### src/lpr_pkg.sv
// types, codes and helpers of the longest prefix router
// no dependencies
`default_nettype none

package lpr_pkg;

  localparam int unsigned ADDR_W = 32;
  localparam logic [5:0]  MAX_LEN = 6'd32;

  typedef enum logic [2:0] {
    ST_ADDED     = 3'd0,
    ST_FULL      = 3'd1,
    ST_FORWARDED = 3'd2,
    ST_DROP_TTL  = 3'd3,
    ST_NO_ROUTE  = 3'd4
  } lpr_status_t;

  typedef struct packed {
    logic              cmd;
    logic [ADDR_W-1:0] add_prefix;
    logic [5:0]        add_length;
    logic              has_next_hop;
    logic [ADDR_W-1:0] next_hop_in;
    logic [1:0]        interface_index;
    logic [ADDR_W-1:0] dst_address;
    logic [7:0]        ttl_in;
  } lpr_in_t;

  typedef struct packed {
    lpr_status_t       status;
    logic [1:0]        egress_interface;
    logic [ADDR_W-1:0] forward_address;
    logic [7:0]        ttl_out;
  } lpr_out_t;

  // one stored route
  typedef struct packed {
    logic [ADDR_W-1:0] prefix;
    logic [5:0]        length;
    logic              hop_valid;
    logic [ADDR_W-1:0] hop;
    logic [1:0]        iface;
  } lpr_entry_t;

  typedef struct packed {
    logic wr_en;
    logic rd_en;
  } lpr_mem_ctl_t;

  typedef struct packed {
    logic clear;
    logic cmp_en;
  } lpr_match_ctl_t;

  typedef struct packed {
    logic              found;
    logic [1:0]        iface;
    logic [ADDR_W-1:0] fwd;
  } lpr_match_t;

  // top len bits set; a shift by 32 clears the word, so len 32 gives all ones
  function automatic logic [ADDR_W-1:0] len_mask(input logic [5:0] len);
    len_mask = ~({ADDR_W{1'b1}} >> len);
  endfunction

endpackage

`default_nettype wire

### src/lpr_table.sv
// route table memory: one write port, one registered read port
// depends on lpr_pkg
`default_nettype none

module lpr_table #(
  parameter int MAX_ROUTES = 64
) (
  input  wire                          clk,
  input  wire lpr_pkg::lpr_mem_ctl_t   ctl,
  input  wire [$clog2(MAX_ROUTES)-1:0] wr_addr,
  input  wire lpr_pkg::lpr_entry_t     wr_data,
  input  wire [$clog2(MAX_ROUTES)-1:0] rd_addr,
  output lpr_pkg::lpr_entry_t          rd_data
);

  lpr_pkg::lpr_entry_t mem [MAX_ROUTES];
  lpr_pkg::lpr_entry_t rd_data_r;

  always_ff @(posedge clk) begin
    if (ctl.wr_en) begin
      mem[wr_addr] <= wr_data;
    end
  end

  always_ff @(posedge clk) begin
    if (ctl.rd_en) begin
      rd_data_r <= mem[rd_addr];
    end
  end

  assign rd_data = rd_data_r;

endmodule

`default_nettype wire

### src/lpr_match.sv
// best-match tracker: compares each entry read from the table against the
// destination and keeps the longest hit; depends on lpr_pkg
`default_nettype none

module lpr_match (
  input  wire                          clk,
  input  wire                          rst_n,
  input  wire lpr_pkg::lpr_match_ctl_t ctl,
  input  wire [lpr_pkg::ADDR_W-1:0]    dst,
  input  wire lpr_pkg::lpr_entry_t     entry,
  output lpr_pkg::lpr_match_t          best
);

  logic                       found_r, found_nxt;
  logic [5:0]                 best_len_r;
  logic [1:0]                 iface_r;
  logic [lpr_pkg::ADDR_W-1:0] fwd_r;
  logic                       hit;
  logic                       take;

  assign hit  = ((dst ^ entry.prefix) & lpr_pkg::len_mask(entry.length)) == '0;
  // strict compare keeps the earlier entry on equal lengths
  assign take = ctl.cmp_en && hit && (!found_r || (entry.length > best_len_r));

  always_comb begin
    found_nxt = found_r;
    if (ctl.clear) begin
      found_nxt = 1'b0;
    end else if (take) begin
      found_nxt = 1'b1;
    end
  end

  always_ff @(posedge clk) begin
    if (!rst_n) begin
      found_r <= 1'b0;
    end else begin
      found_r <= found_nxt;
    end
  end

  always_ff @(posedge clk) begin
    if (take) begin
      best_len_r <= entry.length;
      iface_r    <= entry.iface;
      fwd_r      <= entry.hop_valid ? entry.hop : dst;
    end
  end

  assign best.found = found_r;
  assign best.iface = iface_r;
  assign best.fwd   = fwd_r;

endmodule

`default_nettype wire

### src/ipv4_longest_prefix_router_unit.sv
// top level of the ipv4 longest prefix router: control sequencer, entry
// count and output register; depends on lpr_pkg, lpr_table, lpr_match
//
//   channel | handshake           | payload
//   --------+---------------------+-------------------
//   input   | in_valid / in_ready | in_data  (lpr_in_t)
//   output  | out_valid/out_ready | out_data (lpr_out_t)
//
// add and TTL-drop items: accept, then the finish state loads the result.
// lookups: accept, scan, finish; the scan reads one entry per cycle from the
// single read port of the table memory.
// one item is in work at a time; in_ready rises as the result is loaded and stays
// high while it waits; a stalled full output register holds the sequencer back.
// rst_n clears the entry count and control state; table contents are kept.
`default_nettype none

module ipv4_longest_prefix_router_unit #(
  parameter int MAX_ROUTES = 64
) (
  input  wire                    clk,
  input  wire                    rst_n,
  input  wire                    in_valid,
  output logic                   in_ready,
  input  wire lpr_pkg::lpr_in_t  in_data,
  output logic                   out_valid,
  input  wire                    out_ready,
  output lpr_pkg::lpr_out_t      out_data
);

  localparam int IDX_W = $clog2(MAX_ROUTES);
  localparam int CNT_W = $clog2(MAX_ROUTES + 1);

  typedef enum logic [2:0] {
    S_IDLE = 3'b001,
    S_SCAN = 3'b010,
    S_FIN  = 3'b100
  } state_t;

  state_t                     state_r, state_nxt;
  logic [CNT_W-1:0]           count_r, count_nxt;
  logic [CNT_W-1:0]           issue_r, issue_nxt;
  logic                       dv_r, dv_nxt;
  logic [lpr_pkg::ADDR_W-1:0] dst_r, dst_nxt;
  logic [7:0]                 ttl_r, ttl_nxt;
  lpr_pkg::lpr_status_t       status_r, status_nxt;
  logic                       out_valid_r, out_valid_nxt;
  lpr_pkg::lpr_out_t          out_data_r, out_data_nxt;

  logic                       acc;
  logic                       full;
  logic                       issuing;
  lpr_pkg::lpr_mem_ctl_t      mem_ctl;
  lpr_pkg::lpr_match_ctl_t    match_ctl;
  lpr_pkg::lpr_entry_t        wr_entry;
  lpr_pkg::lpr_entry_t        rd_entry;
  lpr_pkg::lpr_match_t        best;

  assign in_ready = (state_r == S_IDLE);
  assign acc      = in_valid && in_ready;
  assign full     = (count_r == CNT_W'(MAX_ROUTES));
  assign issuing  = (issue_r < count_r);

  always_comb begin
    wr_entry.prefix    = in_data.add_prefix;
    wr_entry.length    = (in_data.add_length > lpr_pkg::MAX_LEN) ?
                         lpr_pkg::MAX_LEN : in_data.add_length;
    wr_entry.hop_valid = in_data.has_next_hop;
    wr_entry.hop       = in_data.next_hop_in;
    wr_entry.iface     = in_data.interface_index;
  end

  assign mem_ctl.wr_en = acc && !in_data.cmd && !full;
  assign mem_ctl.rd_en = (state_r == S_SCAN) && issuing;

  assign match_ctl.clear  = acc;
  assign match_ctl.cmp_en = (state_r == S_SCAN) && dv_r;

  lpr_table #(
    .MAX_ROUTES(MAX_ROUTES)
  ) u_table (
    .clk     (clk),
    .ctl     (mem_ctl),
    .wr_addr (count_r[IDX_W-1:0]),
    .wr_data (wr_entry),
    .rd_addr (issue_r[IDX_W-1:0]),
    .rd_data (rd_entry)
  );

  lpr_match u_match (
    .clk   (clk),
    .rst_n (rst_n),
    .ctl   (match_ctl),
    .dst   (dst_r),
    .entry (rd_entry),
    .best  (best)
  );

  always_comb begin
    state_nxt     = state_r;
    count_nxt     = count_r;
    issue_nxt     = issue_r;
    dv_nxt        = 1'b0;
    dst_nxt       = dst_r;
    ttl_nxt       = ttl_r;
    status_nxt    = status_r;
    out_valid_nxt = out_valid_r;
    out_data_nxt  = out_data_r;

    if (out_valid_r && out_ready) begin
      out_valid_nxt = 1'b0;
    end

    unique case (state_r)
      S_IDLE: begin
        if (acc) begin
          dst_nxt   = in_data.dst_address;
          ttl_nxt   = in_data.ttl_in;
          issue_nxt = '0;
          if (!in_data.cmd) begin
            state_nxt = S_FIN;
            if (full) begin
              status_nxt = lpr_pkg::ST_FULL;
            end else begin
              status_nxt = lpr_pkg::ST_ADDED;
              count_nxt  = count_r + CNT_W'(1);
            end
          end else if (in_data.ttl_in <= 8'd1) begin
            state_nxt  = S_FIN;
            status_nxt = lpr_pkg::ST_DROP_TTL;
          end else begin
            state_nxt = S_SCAN;
          end
        end
      end
      S_SCAN: begin
        // read at issue_r now, compare that entry next cycle
        if (issuing) begin
          issue_nxt = issue_r + CNT_W'(1);
          dv_nxt    = 1'b1;
        end else if (!dv_r) begin
          state_nxt  = S_FIN;
          status_nxt = best.found ? lpr_pkg::ST_FORWARDED : lpr_pkg::ST_NO_ROUTE;
        end
      end
      S_FIN: begin
        if (!out_valid_r || out_ready) begin
          out_valid_nxt = 1'b1;
          out_data_nxt  = '0;
          out_data_nxt.status = status_r;
          if (status_r == lpr_pkg::ST_FORWARDED) begin
            out_data_nxt.egress_interface = best.iface;
            out_data_nxt.forward_address  = best.fwd;
            out_data_nxt.ttl_out          = ttl_r - 8'd1;
          end
          state_nxt = S_IDLE;
        end
      end
      default: begin
        state_nxt = S_IDLE;
      end
    endcase
  end

  always_ff @(posedge clk) begin
    if (!rst_n) begin
      state_r     <= S_IDLE;
      count_r     <= '0;
      issue_r     <= '0;
      dv_r        <= 1'b0;
      out_valid_r <= 1'b0;
    end else begin
      state_r     <= state_nxt;
      count_r     <= count_nxt;
      issue_r     <= issue_nxt;
      dv_r        <= dv_nxt;
      out_valid_r <= out_valid_nxt;
    end
  end

  always_ff @(posedge clk) begin
    dst_r      <= dst_nxt;
    ttl_r      <= ttl_nxt;
    status_r   <= status_nxt;
    out_data_r <= out_data_nxt;
  end

  assign out_valid = out_valid_r;
  assign out_data  = out_data_r;

endmodule

`default_nettype wire

### config.mk
export PLATFORM = sky130hd
export DESIGN_NAME = ipv4_longest_prefix_router_unit
export DESIGN_NICKNAME = d
export VERILOG_FILES = /design/src/lpr_pkg.sv /design/src/lpr_table.sv /design/src/lpr_match.sv /design/src/ipv4_longest_prefix_router_unit.sv
export SDC_FILE = /design/constraint.sdc
export NUM_CORES = 2
export LEC_CHECK = 0
export ABC_AREA = 0
export CAP_MARGIN = 20
export CORE_AREA = 3 3 587 589
export CTS_CLUSTER_DIAMETER = 150
export DETAILED_ROUTE_END_ITERATION = 16
export DIE_AREA = 0 0 590 592
export DONT_BUFFER_PORTS = 1
export GPL_TIMING_DRIVEN = 0
export PLACE_DENSITY = 0.7
export SLEW_MARGIN = 10
export SYNTH_ARGS = -nofsm -noshare
export SYNTH_HDL_FRONTEND = slang
export SYNTH_MEMORY_MAX_BITS = 65536
export SYNTH_SLANG_ARGS = --single-unit
### constraint.sdc
create_clock -name clk -period 16.95 [get_ports clk]
set_clock_uncertainty 0.1 [all_clocks]
set_input_delay 3.39 -clock clk [delete_from_list [all_inputs] [get_ports clk]]
set_output_delay 3.39 -clock clk [all_outputs]
set_load 0.01 [all_outputs]
Word level (Yosys, flattened, before mapping)

Memory sizes are Yosys's and may differ from the RTL's. A register that Yosys moved wholly into a read port is not among the register bits.
Index checks and enable logic that the tools add are counted.

$add $sub $neg: 3
Multiply operators: 0
Div/mod/pow operators: 0
Magnitude comparators: 4
Equality and inequality tests: 11
Shift operators: 1
Muxes and demuxes: 26
Bitwise gates (word level): 6
Reductions and logical operators: 24

Operators by type and width:

| operator              | number |
|---|---|
| $mux 3                | 12 |
| $and 32x32->32        | 1 |
| $logic_not 32->1      | 1 |
| $mux 32               | 1 |
| $not 32->32           | 1 |
| $shr 32x6->32 const A | 1 |
| $xor 32x32->32        | 1 |
| $add 7x1->7 const B   | 2 |
| $mux 7                | 2 |
| $pmux 7 s2            | 1 |
| $pmux 3 s3            | 1 |
| $le 8x1->1 const B    | 1 |
| $logic_and 1x1->1     | 8 |
| $ne 2x2->1 const B    | 4 |
| $reduce_and 4->1      | 2 |
| $sub 8x1->8 const B   | 1 |
| $eq 7x7->1 const B    | 1 |
| $lt 7x7->1            | 1 |
| $mux 1                | 7 |
| $eq 3x2->1 const B    | 2 |
| $gt 6x6->1            | 1 |
| $gt 6x6->1 const B    | 1 |
| $mux 6                | 1 |
| $pmux 3 s2            | 1 |
| 12 further kinds      | 20 |

Register bits: 148
Bits in latches: 0
Bits in writable memories: 4672
ROM bits: 0
Bits of input ports: 118
Memories kept: 1

Memory list:

| memory      | depth | width | rd ports | clocked after Yosys merged registers in | wr ports | line            | text |
|---|---|---|---|---|---|---|---|
| u_table.mem | 64    | 73    | 1        | 1                                       | 1        | lpr_table.sv:16 | `lpr_pkg::lpr_entry_t mem [MAX_ROUTES];` |

Logic depth before layout (Yosys ltp)

Depth in word-level cells: 6
Depth in mapped cells: 9
Mapped depth without buffers: 8

Cells and area by module

A second synthesis with hierarchy kept.

Cell total of the unflattened synthesis: 8094
Area total of the unflattened synthesis: 185056.2 um2

Modules (own cells, without submodules):

| module                          | times used | cells an instance | area each (um2) |
|---|---|---|---|
| lpr_table                       | 1          | 7585              | 178271.0 |
| ipv4_longest_prefix_router_unit | 1          | 304               | 4276.6 |
| lpr_match                       | 1          | 205               | 2508.7 |

Worst setup path after synthesis

Ideal clock, no wire load.

Kind: input-to-reg
Start point: input in_data[113] in the netlist's numbering
End point: memory u_table.mem[59][0] in the netlist's numbering, enable pin
Library setup time: 0.505 ns
Arrival: 7.102 ns
Path slack: 9.243 ns
Stages on the path: 4
Buffers on the path: 0
Cell sequence: nand3b_1 > nor2_1 > nand3_1 > nor2_1

Cells in the longest elaborated chain, start to end: 5

Ends and longest elaborated chain:

| item                           | line                                  | text |
|---|---|---|
| start: declaration             | ipv4_longest_prefix_router_unit.sv:24 | `input wire lpr_pkg::lpr_in_t in_data,` |
| $logic_not 1->1                | --                                    |  |
| $logic_and 1x1->1 (2 in a row) | ipv4_longest_prefix_router_unit.sv:72 | `assign mem_ctl.wr_en = acc && !in_data.cmd && !full;` |
| $mux 1                         | lpr_table.sv:20                       | `if (ctl.wr_en) begin` |
| $mux 1 (implied by the code)   | lpr_table.sv:21                       | `mem[wr_addr] <= wr_data;` |
| end: declaration               | lpr_table.sv:16                       |  |

Every way passes these cells.

Worst setup path after layout

Start point: register state_r[2]
End point: output in_ready

Cells in the longest elaborated chain, start to end: 1

Ends and longest elaborated chain:

| item                     | line                                   | text |
|---|---|---|
| start: declaration       | ipv4_longest_prefix_router_unit.sv:39  | `state_t state_r, state_nxt;` |
| start signal: assignment | ipv4_longest_prefix_router_unit.sv:172 | `state_r <= state_nxt;` |
| $eq 3x1->1               | ipv4_longest_prefix_router_unit.sv:58  | `assign in_ready = (state_r == S_IDLE);` |
| end: declaration         | ipv4_longest_prefix_router_unit.sv:23  | `output logic in_ready,` |

Every way passes these cells.

==> flow_results.xml <==
<?xml version="1.0" encoding="UTF-8"?>
<metrics>
  <group name="floorplanning">
    <metric name="die-area" unit="mm²">0.349</metric>
    <metric name="floorplan.io_pins" unit="">165</metric>
    <metric name="rows" unit="">214</metric>
    <metric name="floorplan_die_height" unit="µm">592</metric>
    <metric name="floorplan.core_area" unit="mm²">0.340</metric>
    <metric name="floorplan.initialDensity" unit="%">54.9</metric>
    <metric name="die_w" unit="µm">590</metric>
  </group>
  <group name="place">
    <metric name="io_buffer_count" unit="">0</metric>
    <metric name="placed_cell_area" unit="mm²">0.200</metric>
    <metric name="globalplace.congestion" unit="">0.905</metric>
    <metric name="detailedPlacementHpwl" unit="µm">383000</metric>
  </group>
  <group name="layout">
    <metric name="nNetsFinal" unit="">8757</metric>
    <metric name="final_core_utilization" unit="%">63.3</metric>
    <metric name="fraction_of_layout_cells_with_a_size_suffix_above_1" unit="%">29.9</metric>
    <metric name="num-fill-cells" unit="">21300</metric>
    <metric name="post-route-cell-area" unit="mm²">0.215</metric>
    <metric name="areaGrowthSynthToFinish" unit="%">15.4</metric>
  </group>
  <group name="route">
    <metric name="wirelength" unit="µm">577000</metric>
    <metric name="drt-wirelength-per-cell" unit="µm">42.5</metric>
    <metric name="detailroute.via_count" unit="">96100</metric>
    <metric name="detailedRoute.firstPassIterationCount" unit="">8</metric>
    <metric name="vias_per_cell" unit="">7.08</metric>
    <metric name="drc" unit="">0</metric>
    <metric name="count_of_routing_violations_after_the_opening_detailed_route_iteration" unit="">17000</metric>
    <metric name="ant_nets" unit="">0</metric>
  </group>
  <group name="clocking">
    <metric name="clock_slew_seen_by_the_registers_of_the_worst_setup_and_hold_paths" unit="ns">0.06</metric>
    <metric name="cts_sinks" unit="">4893</metric>
    <metric name="cts_buffers" unit="">469</metric>
    <metric name="cts_setup_buffers" unit="">0</metric>
    <metric name="cts_htree_levels" unit="">5</metric>
    <metric name="cts-resized-gates" unit="">0</metric>
    <metric name="clock_tree.root_cell" unit="">sky130_fd_sc_hd__clkbuf_16</metric>
    <metric name="hold_buffers" unit="">0</metric>
    <metric name="clock_path_buffers" unit="">4</metric>
    <metric name="worst_skew_pair.late_latency" unit="ns">1.03</metric>
    <metric name="tritoncts_clock_tree" unit="">done</metric>
  </group>
  <group name="synth">
    <metric name="synth_seq_area_share" unit="%">78.7</metric>
    <metric name="ys.warnings.count" unit="">0</metric>
    <metric name="mappedNetlistArea" unit="mm²">0.186</metric>
    <metric name="syn_inst" unit="">7812</metric>
    <metric name="yosys-top-cells-area" unit="">sky130_fd_sc_hd__edfxtp_1 (78%), sky130_fd_sc_hd__mux4_2 (16%), sky130_fd_sc_hd__mux2i_1 (0.52%)</metric>
    <metric name="synth_area_leader_cell" unit="">sky130_fd_sc_hd__edfxtp_1</metric>
    <metric name="synth_enable_flop_cells" unit="">4873</metric>
    <metric name="postSynthRegisterBits" unit="">4893</metric>
    <metric name="mean_area_per_synthesized_cell" unit="µm²">23.9</metric>
    <metric name="synthDominantCellAreaShare" unit="%">78.5</metric>
    <metric name="synthesis.nets" unit="">7946</metric>
    <metric name="synth.lib_cells_used.distinct" unit="">55</metric>
    <metric name="fraction_of_registers_with_async_set_or_reset_after_synthesis" unit="%">0</metric>
    <metric name="synthFlopType" unit="">sky130_fd_sc_hd__edfxtp_1</metric>
  </group>
  <group name="setup_path">
    <metric name="data_arrival_time_of_the_critical_path" unit="ns">2.56</metric>
    <metric name="maximum_cell_stage_delay_along_the_critical_path" unit="ns">0.82</metric>
    <metric name="path_max_fanout" unit="">10</metric>
    <metric name="setup.worst_path.class" unit="">flop to output pin</metric>
    <metric name="cp_cell_sequence" unit="">clkbuf_1, nor3b_2</metric>
    <metric name="critical_path_required" unit="ns">13.46</metric>
    <metric name="crit_path_start_kind" unit="">flop</metric>
    <metric name="worst_path_slowest_cell" unit="">sky130_fd_sc_hd__nor3b_2</metric>
    <metric name="worst_setup_path_end_kind" unit="">output pin</metric>
  </group>
  <group name="outcome">
    <metric name="run_status" unit="">complete, no violations</metric>
  </group>
  <group name="flow_run">
    <metric name="maxCapViolCount" unit="">0</metric>
  </group>
  <group name="sta">
    <metric name="grt_setup_unrepaired" unit="">no</metric>
    <metric name="tightest_slew" unit="ns">1.28</metric>
    <metric name="timing.final.setup_violations" unit="">0</metric>
    <metric name="hold_viol" unit="">0</metric>
    <metric name="peak_clock_frequency_supported_by_timing" unit="GHz">0.165</metric>
    <metric name="period_minus_slack" unit="ns">6.05</metric>
    <metric name="setup-tns-final" unit="ns">0</metric>
    <metric name="timing.final.crit_share" unit="%">35.7</metric>
    <metric name="finalMaxSlewViolations" unit="">0</metric>
    <metric name="maxSlewHeadroom" unit="%">14.8</metric>
  </group>
  <group name="power">
    <metric name="power.static_leakage" unit="nW">64.7</metric>
    <metric name="power-per-cell-area" unit="mW/mm²">114</metric>
    <metric name="worst_ir_drop_vdd" unit="V">0.0000992</metric>
  </group>
  <group name="global_routing">
    <metric name="first_pass_grt_wire_length" unit="µm">784000</metric>
    <metric name="number_of_antenna_violations_at_the_first_check_in_global_routing" unit="">37</metric>
    <metric name="grt_start_max_net_pins" unit="">65</metric>
    <metric name="track_usage" unit="%">33.2</metric>
    <metric name="grt_pass1_vias" unit="">92800</metric>
    <metric name="leftover_overflow_at_the_end_of_global_routing" unit="">0</metric>
  </group>
  <group name="hold_path">
    <metric name="holdCritPathClass" unit="">flop to flop</metric>
  </group>
</metrics>
## final cells by class
class,count,area [µm²],area share (%)
antenna,42,105,0.0489
buffer,418,1990,0.924
clock buffer,563,12200,5.69
clock inverter,286,2810,1.31
inverter,20,77.6,0.0361
multi-input combinational,2481,38300,17.8
sequential,4893,147000,68.2
tap,4536,5680,2.64
timing repair buffer,340,7200,3.35
## Yosys cell counts (4+ instances only)
| master | count |
|---|---|
| sky130_fd_sc_hd__and2_1 | 39 |
| sky130_fd_sc_hd__nor2_1 | 133 |
| sky130_fd_sc_hd__mux2_2 | 54 |
| sky130_fd_sc_hd__nor3b_1 | 17 |
| sky130_fd_sc_hd__buf_2 | 138 |
| sky130_fd_sc_hd__or2_2 | 7 |
| sky130_fd_sc_hd__mux2i_1 | 97 |
| sky130_fd_sc_hd__ha_1 | 16 |
| sky130_fd_sc_hd__inv_1 | 20 |
| sky130_fd_sc_hd__a21o_1 | 7 |
| sky130_fd_sc_hd__nand2_1 | 70 |
| sky130_fd_sc_hd__edfxtp_1 | 4873 |
| sky130_fd_sc_hd__nor3_1 | 40 |
| sky130_fd_sc_hd__o211ai_1 | 5 |
| sky130_fd_sc_hd__buf_1 | 30 |
| sky130_fd_sc_hd__nor4_1 | 4 |
| sky130_fd_sc_hd__o21ai_0 | 17 |
| sky130_fd_sc_hd__buf_6 | 9 |
| sky130_fd_sc_hd__dfxtp_1 | 20 |
| sky130_fd_sc_hd__mux4_2 | 1343 |
| sky130_fd_sc_hd__buf_4 | 39 |
| sky130_fd_sc_hd__nor2b_1 | 120 |
| sky130_fd_sc_hd__a211oi_1 | 120 |
| sky130_fd_sc_hd__a21oi_1 | 145 |
| sky130_fd_sc_hd__nand2b_1 | 9 |
| sky130_fd_sc_hd__nand3_1 | 35 |
| sky130_fd_sc_hd__o22ai_1 | 90 |
| sky130_fd_sc_hd__xnor2_1 | 17 |
| sky130_fd_sc_hd__clkbuf_1 | 202 |
| sky130_fd_sc_hd__xor2_1 | 25 |
| sky130_fd_sc_hd__o31ai_1 | 5 |
| sky130_fd_sc_hd__or3_1 | 5 |
| sky130_fd_sc_hd__a22oi_1 | 23 |
## path summary, 6_finish.rpt
kind                      startpoint                  end  slack [ns]  cells past startpoint
setup / recovery          state_r[2]             in_ready       10.90                      2
hold / removal    u_table.rd_data[0]   u_match.iface_r[0]        0.32                      0
setup reg to reg          issue_r[1]  u_table.rd_data[70]       10.97                      9
hold reg to reg   u_table.rd_data[0]   u_match.iface_r[0]        0.32                      0
## cells in the final DEF (no fill, tap or decap), types with 17 or more instances in the layout
master                       instances
sky130_fd_sc_hd__a211oi_1          120
sky130_fd_sc_hd__a21oi_1           144
sky130_fd_sc_hd__a22oi_1            23
sky130_fd_sc_hd__and2_1             38
sky130_fd_sc_hd__buf_1              22
sky130_fd_sc_hd__buf_12            241
sky130_fd_sc_hd__buf_16             75
sky130_fd_sc_hd__buf_2             146
sky130_fd_sc_hd__buf_4              41
sky130_fd_sc_hd__buf_6              18
sky130_fd_sc_hd__bufinv_16          47
sky130_fd_sc_hd__clkbuf_1          272
sky130_fd_sc_hd__clkbuf_16         476
sky130_fd_sc_hd__clkbuf_2           17
sky130_fd_sc_hd__clkinv_1          109
sky130_fd_sc_hd__clkinv_2           85
sky130_fd_sc_hd__clkinvlp_4         20
sky130_fd_sc_hd__dfxtp_1            20
sky130_fd_sc_hd__diode_2            42
sky130_fd_sc_hd__edfxtp_1         4873
sky130_fd_sc_hd__inv_1              19
sky130_fd_sc_hd__mux2_2             54
sky130_fd_sc_hd__mux2i_1            97
sky130_fd_sc_hd__mux4_2           1343
sky130_fd_sc_hd__nand2_1            70
sky130_fd_sc_hd__nand3_1            35
sky130_fd_sc_hd__nor2_1             68
sky130_fd_sc_hd__nor2_4             65
sky130_fd_sc_hd__nor2b_1           115
sky130_fd_sc_hd__nor3_1             36
sky130_fd_sc_hd__o21ai_0            17
sky130_fd_sc_hd__o22ai_1            90
sky130_fd_sc_hd__xor2_1             25
## cell families after synthesis
kind of cell	after synthesis	synth area share, %
XOR/XNOR	42	0.197
multiplexers	1494	17.1
AO/OA/AOI/OAI	431	1.46
adder cells (fa/ha/maj)	18	0.118
flip-flops	4893	78.7
buffers and inverters	438	1.09
AND/OR/NAND/NOR	496	1.37
## metal layers
metal,part of all wire (%),GRT usage [%]
met1,33,43.7
met2,45,49.5
met3,14,10.5
met4,7.2,19.5
met5,0.022,0.0271
## worst max-delay path: cells and delay by family (launching register included)
| kind | cells | cell delay (ns) |
|---|---|---|
| buffers and inverters | 1 | 0.39 |
| DFF | 1 | 0.31 |
| and+or+nand+nor | 1 | 0.82 |
## metrics by stage
| step | hold WS (ns) | std cells | setup slack, ns | total power, mW |
|---|---|---|---|---|
| final | 0.321 | 13600 | 10.90 | 24.5 |
| after global routing | 0.335 | 13600 | 10.76 | 25.0 |
| after detailed placement | 0.314 | 12700 | 10.16 | 14.3 |
| after CTS | 0.321 | 13500 | 10.94 | 24.5 |
| after floorplan | 0.300 | 7812 | 9.24 | 14.0 |
| after global placement | 0.307 | 12300 | 2.46 | 14.3 |
## report_power, final
part | internal, mW | switching [mW] | total (mW) | leakage, nW
Combinational | 0.204 | 0.408 | 0.612 | 13.4
Sequential | 13.4 | 0.118 | 13.5 | 44.0
Clock | 5.85 | 4.52 | 10.4 | 7.32
## registers in the layout (all words and copies together), names as in the netlist, 3 cells and up
signal and count:
u_table.mem 4672, u_table.rd_data 73, out_data 45, dst_r 32, u_match.fwd_r 32, ttl_r 8, count_r 7, issue_r 7
u_match.best_len_r 6, state_r 3, status_r 3
(Power assumes the default switching activity.)
